===== config.mk =====
export PLATFORM = sky130hd
export DESIGN_NAME = pixel_hue_colorize
export DESIGN_NICKNAME = d
export VERILOG_FILES = /design/src/design/phc_pkg.sv /design/src/design/phc_blend.sv /design/src/design/pixel_hue_colorize.sv
export SDC_FILE = /design/constraint.sdc
export NUM_CORES = 2
export LEC_CHECK = 0
export BUFFER_PORTS_ARGS = -buffer_cell sky130_fd_sc_hd__buf_2
export CORE_MARGIN = 1.5
export CORE_UTILIZATION = 35
export DETAILED_ROUTE_END_ITERATION = 10
export PLACE_DENSITY = 0.48
export SYNTH_ARGS = -nofsm -noshare
export SYNTH_HDL_FRONTEND = slang
export SYNTH_HIERARCHICAL = 1
export SYNTH_SLANG_ARGS = --single-unit

===== constraint.sdc =====
create_clock -name clk_i -period 16.9 [get_ports clk_i]
set_input_delay 2.535 -clock clk_i [delete_from_list [all_inputs] [get_ports clk_i]]
set_output_delay 2.535 -clock clk_i [all_outputs]
set_load 0.02 [all_outputs]

===== src/design/phc_pkg.sv =====
// shared constants, types and arithmetic helpers for the pixel colorizer
package phc_pkg;

  localparam int unsigned ChanW    = 8;
  localparam int unsigned HueW     = 11;
  localparam int unsigned SatW     = 7;
  localparam int unsigned CfgIdxW  = 2;
  localparam int unsigned CfgDataW = 11;
  localparam int unsigned Stages   = 6;

  localparam logic [HueW-1:0] HueMax   = 11'd1535;
  localparam logic [HueW-1:0] HueReset = 11'd128;
  localparam logic [SatW-1:0] SatMax   = 7'd100;

  // reciprocals: x/100 = (x*5243)>>19 for x <= 25500, x/3 = (x*683)>>11 for x <= 765
  localparam logic [12:0] Recip100 = 13'd5243;
  localparam logic [9:0]  Recip3   = 10'd683;

  typedef enum logic [CfgIdxW-1:0] {
    RegHue  = 2'd0,
    RegSat  = 2'd1,
    RegMode = 2'd2
  } reg_idx_e;

  typedef struct packed {
    logic [ChanW-1:0] r;
    logic [ChanW-1:0] g;
    logic [ChanW-1:0] b;
  } tint_t;

  // per-stage advance enables for the blend stages
  typedef struct packed {
    logic s3;
    logic s4;
    logic s5;
    logic s6;
  } stage_en_t;

  // six 256-step segments around the colour wheel
  function automatic tint_t hue_to_tint(input logic [HueW-1:0] hue);
    tint_t            t;
    logic [ChanW-1:0] off;
    off = hue[7:0];
    case (hue[10:8])
      3'd0: begin t.r = 8'd255;      t.g = off;         t.b = 8'd0;        end
      3'd1: begin t.r = 8'd255 - off; t.g = 8'd255;     t.b = 8'd0;        end
      3'd2: begin t.r = 8'd0;        t.g = 8'd255;      t.b = off;         end
      3'd3: begin t.r = 8'd0;        t.g = 8'd255 - off; t.b = 8'd255;     end
      3'd4: begin t.r = off;         t.g = 8'd0;        t.b = 8'd255;      end
      default: begin t.r = 8'd255;   t.g = 8'd0;        t.b = 8'd255 - off; end
    endcase
    return t;
  endfunction

  // exact floor(p/255) for any 16-bit p <= 65279 (results up to 255)
  function automatic logic [ChanW-1:0] div255(input logic [15:0] p);
    logic [16:0] s;
    s = {1'b0, p} + 17'(p[15:8]) + 17'd1;
    return s[15:8];
  endfunction

endpackage


===== src/design/phc_blend.sv =====
// one colour channel of the blend: tint gray, weight against source, divide by 100
module phc_blend import phc_pkg::*; (
  input  logic             clk_i,
  input  stage_en_t        en_i,
  input  logic [ChanW-1:0] gray_i,
  input  logic [ChanW-1:0] chan_i,
  input  logic [ChanW-1:0] tint_i,
  input  logic [SatW-1:0]  sat_i,
  output logic [ChanW-1:0] chan_o
);

  logic [15:0]      pg_q, pg_d;
  logic [14:0]      pc_q, pc_d;
  logic [14:0]      qs_q, qs_d;
  logic [14:0]      pc4_q;
  logic [14:0]      sum_q, sum_d;
  logic [ChanW-1:0] out_q, out_d;
  logic [SatW-1:0]  inv_sat;
  logic [27:0]      recip;

  assign inv_sat = SatMax - sat_i;
  assign pg_d    = gray_i * tint_i;
  assign pc_d    = 15'(chan_i) * 15'(inv_sat);
  assign qs_d    = 15'(div255(pg_q)) * 15'(sat_i);
  assign sum_d   = qs_q + pc4_q;
  assign recip   = 28'(sum_q) * 28'(Recip100);
  assign out_d   = recip[26:19];

  always_ff @(posedge clk_i) begin
    if (en_i.s3) begin
      pg_q <= pg_d;
      pc_q <= pc_d;
    end
    if (en_i.s4) begin
      qs_q  <= qs_d;
      pc4_q <= pc_q;
    end
    if (en_i.s5) begin
      sum_q <= sum_d;
    end
    if (en_i.s6) begin
      out_q <= out_d;
    end
  end

  assign chan_o = out_q;

endmodule


===== src/design/pixel_hue_colorize.sv =====
// colorizer top level: config registers, gray stages, three channel blends, handshake
//
// Pixel stream colorizer. Requests arrive on the input channel (in_valid_i,
// in_ready_o, pixel_in_i) with red in bits 23..16, green 15..8, blue 7..0,
// and leave on the output channel (out_valid_o, out_ready_i, pixel_out_o)
// in the same layout, one result per request, in order.
// Registers are written over the cfg channel (cfg_valid_i, cfg_ready_o,
// cfg_index_i, cfg_data_i): index 0 hue (saturates at 1535), 1 saturation
// (low 7 bits, saturates at 100), 2 gray mode; other indexes are ignored. Writes are
// taken every cycle and should only be issued while the pipeline is empty.
// Throughput is one pixel per cycle while out_ready_i is high; results
// pass through the six-stage pipeline (gray sum, gray divide,
// products, divide by 255 and saturation weight, sum, divide by 100).
// Each stage advances when it is empty or the stage after it advances, so
// a stalled receiver holds the result in the output stage while bubbles
// further back are still filled; in_ready_o drops only when every stage
// holds a request. Reset empties the pipeline and loads hue 128,
// saturation 100 and weighted gray mode.
module pixel_hue_colorize import phc_pkg::*; (
  input  logic                clk_i,
  input  logic                rst_ni,
  input  logic                in_valid_i,
  output logic                in_ready_o,
  input  logic [3*ChanW-1:0]  pixel_in_i,
  output logic                out_valid_o,
  input  logic                out_ready_i,
  output logic [3*ChanW-1:0]  pixel_out_o,
  input  logic                cfg_valid_i,
  output logic                cfg_ready_o,
  input  logic [CfgIdxW-1:0]  cfg_index_i,
  input  logic [CfgDataW-1:0] cfg_data_i
);

  logic [HueW-1:0] hue_q;
  logic [SatW-1:0] sat_q;
  logic            mode_q;

  logic [Stages:1]   valid_q;
  logic [Stages+1:1] en;
  stage_en_t         blend_en;
  tint_t             tint;

  logic [3*ChanW-1:0] pix1_q, pix2_q;
  logic [14:0]        sum_w_q, sum_w_d;
  logic [9:0]         sum_a_q, sum_a_d;
  logic [ChanW-1:0]   gray_q, gray_d;
  logic [27:0]        prod_w;
  logic [19:0]        prod_a;
  logic [8:0]         gray_w;

  assign cfg_ready_o = 1'b1;

  always_ff @(posedge clk_i or negedge rst_ni) begin
    if (!rst_ni) begin
      hue_q  <= HueReset;
      sat_q  <= SatMax;
      mode_q <= 1'b0;
    end else if (cfg_valid_i) begin
      case (reg_idx_e'(cfg_index_i))
        RegHue:  hue_q  <= (cfg_data_i > HueMax) ? HueMax : cfg_data_i;
        RegSat:  sat_q  <= (cfg_data_i[SatW-1:0] > SatMax) ? SatMax : cfg_data_i[SatW-1:0];
        RegMode: mode_q <= cfg_data_i[0];
        default: ;
      endcase
    end
  end

  // a stage moves when it is empty or the next one moves
  always_comb begin
    en[Stages+1] = out_ready_i;
    for (int k = Stages; k >= 1; k--) begin
      en[k] = !valid_q[k] || en[k+1];
    end
  end

  assign in_ready_o = en[1];

  always_ff @(posedge clk_i or negedge rst_ni) begin
    if (!rst_ni) begin
      valid_q <= '0;
    end else begin
      if (en[1]) begin
        valid_q[1] <= in_valid_i;
      end
      for (int k = 2; k <= Stages; k++) begin
        if (en[k]) begin
          valid_q[k] <= valid_q[k-1];
        end
      end
    end
  end

  // stage 1: gray sums
  assign sum_w_d = 15'(pixel_in_i[23:16]) * 15'd11 + 15'(pixel_in_i[15:8]) * 15'd80
                 + 15'(pixel_in_i[7:0]) * 15'd9;
  assign sum_a_d = 10'(pixel_in_i[23:16]) + 10'(pixel_in_i[15:8]) + 10'(pixel_in_i[7:0]);

  // stage 2: divide by 100 or 3
  assign prod_w = 28'(sum_w_q) * 28'(Recip100);
  assign prod_a = 20'(sum_a_q) * 20'(Recip3);
  assign gray_w = prod_w[27:19];
  always_comb begin
    if (mode_q) begin
      gray_d = prod_a[18:11];
    end else if (gray_w > 9'd255) begin
      gray_d = 8'd255;
    end else begin
      gray_d = gray_w[7:0];
    end
  end

  always_ff @(posedge clk_i) begin
    if (en[1]) begin
      pix1_q  <= pixel_in_i;
      sum_w_q <= sum_w_d;
      sum_a_q <= sum_a_d;
    end
    if (en[2]) begin
      pix2_q <= pix1_q;
      gray_q <= gray_d;
    end
  end

  assign tint        = hue_to_tint(hue_q);
  assign blend_en.s3 = en[3];
  assign blend_en.s4 = en[4];
  assign blend_en.s5 = en[5];
  assign blend_en.s6 = en[6];

  phc_blend u_blend_r (
    .clk_i  (clk_i),
    .en_i   (blend_en),
    .gray_i (gray_q),
    .chan_i (pix2_q[23:16]),
    .tint_i (tint.r),
    .sat_i  (sat_q),
    .chan_o (pixel_out_o[23:16])
  );

  phc_blend u_blend_g (
    .clk_i  (clk_i),
    .en_i   (blend_en),
    .gray_i (gray_q),
    .chan_i (pix2_q[15:8]),
    .tint_i (tint.g),
    .sat_i  (sat_q),
    .chan_o (pixel_out_o[15:8])
  );

  phc_blend u_blend_b (
    .clk_i  (clk_i),
    .en_i   (blend_en),
    .gray_i (gray_q),
    .chan_i (pix2_q[7:0]),
    .tint_i (tint.b),
    .sat_i  (sat_q),
    .chan_o (pixel_out_o[7:0])
  );

  assign out_valid_o = valid_q[Stages];

endmodule

==> reports/qor.txt <==
outcome - complete, no violations
Area Overhead vs Synth - 9.06%
Post-synth EDFFs - 333
Post-Syn Instances - 4749
mux contribution to synthesized area - 0.193%
first drt pass iteration count - 5
TritonCTS Buffers - 49
crit-path max cell delay - 0.51 ns
DRC viols - 0
wire length on met3 - 2380 um
initial antenna violation count - 1
critical path class - in -> out
grt total ovfl - 0
clock skew - 0.0170 ns
setup-violating endpoint count in the final report - 0
Slowest-stage cell, CP - nor2_1
via count - 31800
Iter 0 DRT Violations - 1279
adder-cell share of the synthesized area - 47.5%
Synth area leaders - fa_1 (25%), ha_1 (22%), edfxtp_1 (20%), inv_1 (7.3%), xnor2_1 (2.8%)
Max Freq - 144 MHz
worst rel slew slack - 20.8%
CTS tree - done
DR vias/cell - 4.71
metal2 WL - 49400 um
clk_lat worst skew - 0.63 ns
Synth area leader - fa_1
worst path required time - 14.37 ns
DPL Wire Length - 87900 um
library cells used by synthesis - 98
fin area - 53700 um^2
main combinational cell family by area after synthesis - adder cells
Std-Cell Rows - 137
Main synth FF type - edfxtp_1
routed wire length - 107000 um
final hold violation count - 0
register bit total from synthesis - 358
die area - 143000 um^2
Post-Synth XOR/XNOR Area - 4.17%
Hold Path Class - reg -> reg
Antenna Violating Nets Remaining - 0
first-pass GRT wire length - 178000 um
mapped cell area - 49200 um^2
Synth Warn # - 6
Critical Path Start Type - primary input
crit path buf inv count - 2
fraction of registers with async set/reset - 6.98%
Mapped Nets - 6289
family with the most delay on the worst path - simple AND/OR/NAND/NOR gates
setup TNS - 0 ns
post-layout min period - 6.96 ns
post-synthesis compound-gate area fraction - 8.30%
port bufs - 67
Slew @ Worst Pin - 1.18 ns
I/O pin count - 69
DR top layer - met5
simple-gate share of the synthesized area - 10.6%
CTS H-tree lvls - 2
Arr. time, crit path - 4.43 ns
MaxCap Viol Count - 0
RSZ-0062 raised after global routing - false
Area after DPL - 51900 um^2
Final #Nets - 6389
maximum buffer depth of the clock tree - 3
sequential element share of the synthesized area - 21.6%
cts-stage hold buffer count - 0
Root Driver - clkbuf_16
CTS resizes - 0
syn_area_per_cell - 10.4 um^2
gr usage total - 15.5%
share of cells above drive strength 1 - 4.81%
RD Place Congestion - 0.802
WL per Instance - 15.8 um
Max Slew Vio Count - 0
largest net degree at the start of global routing - 61
CTS sink count - 358
Die Y - 378 um
Setup Fix Bufs, Post-CTS - 0
hold slack - 0.413 ns
vias in the first global route - 33600
Worst-path clk slew - 0.06 ns
critical path fanouts, max - 33
Critical Path End Type - output port
met1 WL - 53000 um
Starting Density - 35.3%
crit share post-route - 41.2%
Die Wd - 378 um
Yosys top cell area share - 25.0%
Core Area - 140000 um^2
CP cell instances - buf_2, nor2b_1, nand3_4, nor2_1, nand3_4, buf_2
## state kept, by name (all words and copies together) (netlist names), 10 cells and up
register,count
u_blend_g/pc_q,15
u_blend_g/sum_q,15
pix2_q,24
u_blend_g/qs_q,15
u_blend_b/pc_q,15
sum_w_q,15
u_blend_r/qs_q,15
u_blend_g/pc4_q,15
u_blend_b/pc4_q,15
u_blend_b/qs_q,15
hue_q,11
sum_a_q,10
u_blend_r/pg_q,16
u_blend_r/sum_q,15
u_blend_r/pc4_q,15
u_blend_b/pg_q,16
pix1_q,24
u_blend_r/pc_q,15
u_blend_g/pg_q,16
u_blend_b/sum_q,15
## area by class of cell
cell class                      count  area (um^2)
Fill cell                       14000        85900
Multi-Input combinational cell   3389        34800
Antenna cell                        1         2.50
Tap cell                         1876         2350
Inverter                          964         3620
Sequential cell                   358        10600
Clock inverter                     34          452
Timing Repair Buffer               87          485
Clock buffer                       55         1290
## layout by cell type, fill, tap and decap left out, types with 8 or more instances in the layout
cell type and count:
a211oi_1 35, a21boi_0 10, a21o_1 56, a21oi_1 176, a31oi_1 10, a41oi_1 8, and2_1 186, and3_1 16
buf_2 67, buf_4 20, bufinv_16 10, clkbuf_16 51, clkinv_1 10, dfrtp_1 21, edfxtp_1 333, fa_1 614
ha_1 884, inv_1 960, nand2_1 316, nand2b_1 34, nand3_1 51, nand4_1 14, nor2_1 191, nor2b_1 113
nor3_1 48, nor4_1 12, o211ai_1 20, o21a_1 41, o21ai_0 112, o21bai_1 22, o22a_1 8, o31a_1 11
o31ai_1 9, o41ai_1 8, or2_2 14, or3_1 8, or4_1 11, xnor2_1 156, xor2_1 64
## per-layer routing
layer,track usage (%),up-vias
met5,0,-
met4,3.73,2
met3,1.45,105
met2,25.9,283
met1,21.6,15600
li1,-,15900
## through the flow
step	setup slack, ns	utilization, %	cells
2_1_floorplan	7.37	-	4749
3_3_place_gp	9.80	37.2	6674
3_5_place_dp	9.78	37.2	6674
4_1_cts	9.88	38.5	6763
5_1_grt	9.77	38.5	6763
6_report	9.94	38.5	6764
## Yosys cell counts, drive strengths merged (17+ instances only)
library cell / count
a211oi: 36
o21ai: 117
xor2: 66
fa: 614
nand3: 54
a21oi: 180
nor2: 191
and2: 187
nand2b: 34
ha: 884
o21bai: 22
nor2b: 113
edfxtp: 333
dfrtp: 21
and3: 17
inv: 961
o21a: 41
nor3: 48
nand2: 317
xnor2: 161
a21o: 56
o211ai: 21
clkbuf: 30
## logic make-up (layout without fill, tap and decap cells)
family,Yosys count,after routing
fa+ha+maj,1498,1498
other cells,1,2
buf+inv,1002,1140
mux,9,9
xor+xnor,227,227
compound gates,609,609
flops,358,358
simple gates,1045,1045
## path summary, 6_finish.rpt
path,from,end,slack [ns],cells after the start
worst max-delay path,out_ready_i,in_ready_o,9.94,6
worst min-delay path,u_blend_r/pc_q[3],u_blend_r/pc4_q[3],0.41,0
worst max register to register,sat_q[1],u_blend_g/pc_q[12],10.37,21
worst min register to register,u_blend_r/pc_q[3],u_blend_r/pc4_q[3],0.41,0
max in group asynchronous,rst_ni,valid_q[3],14.46,1
min in group asynchronous,rst_ni,valid_q[4],1.96,1
Power is left out: the tool's default activity adds up to more than one toggle a clock period on the data nets, which glitch-free logic cannot reach.
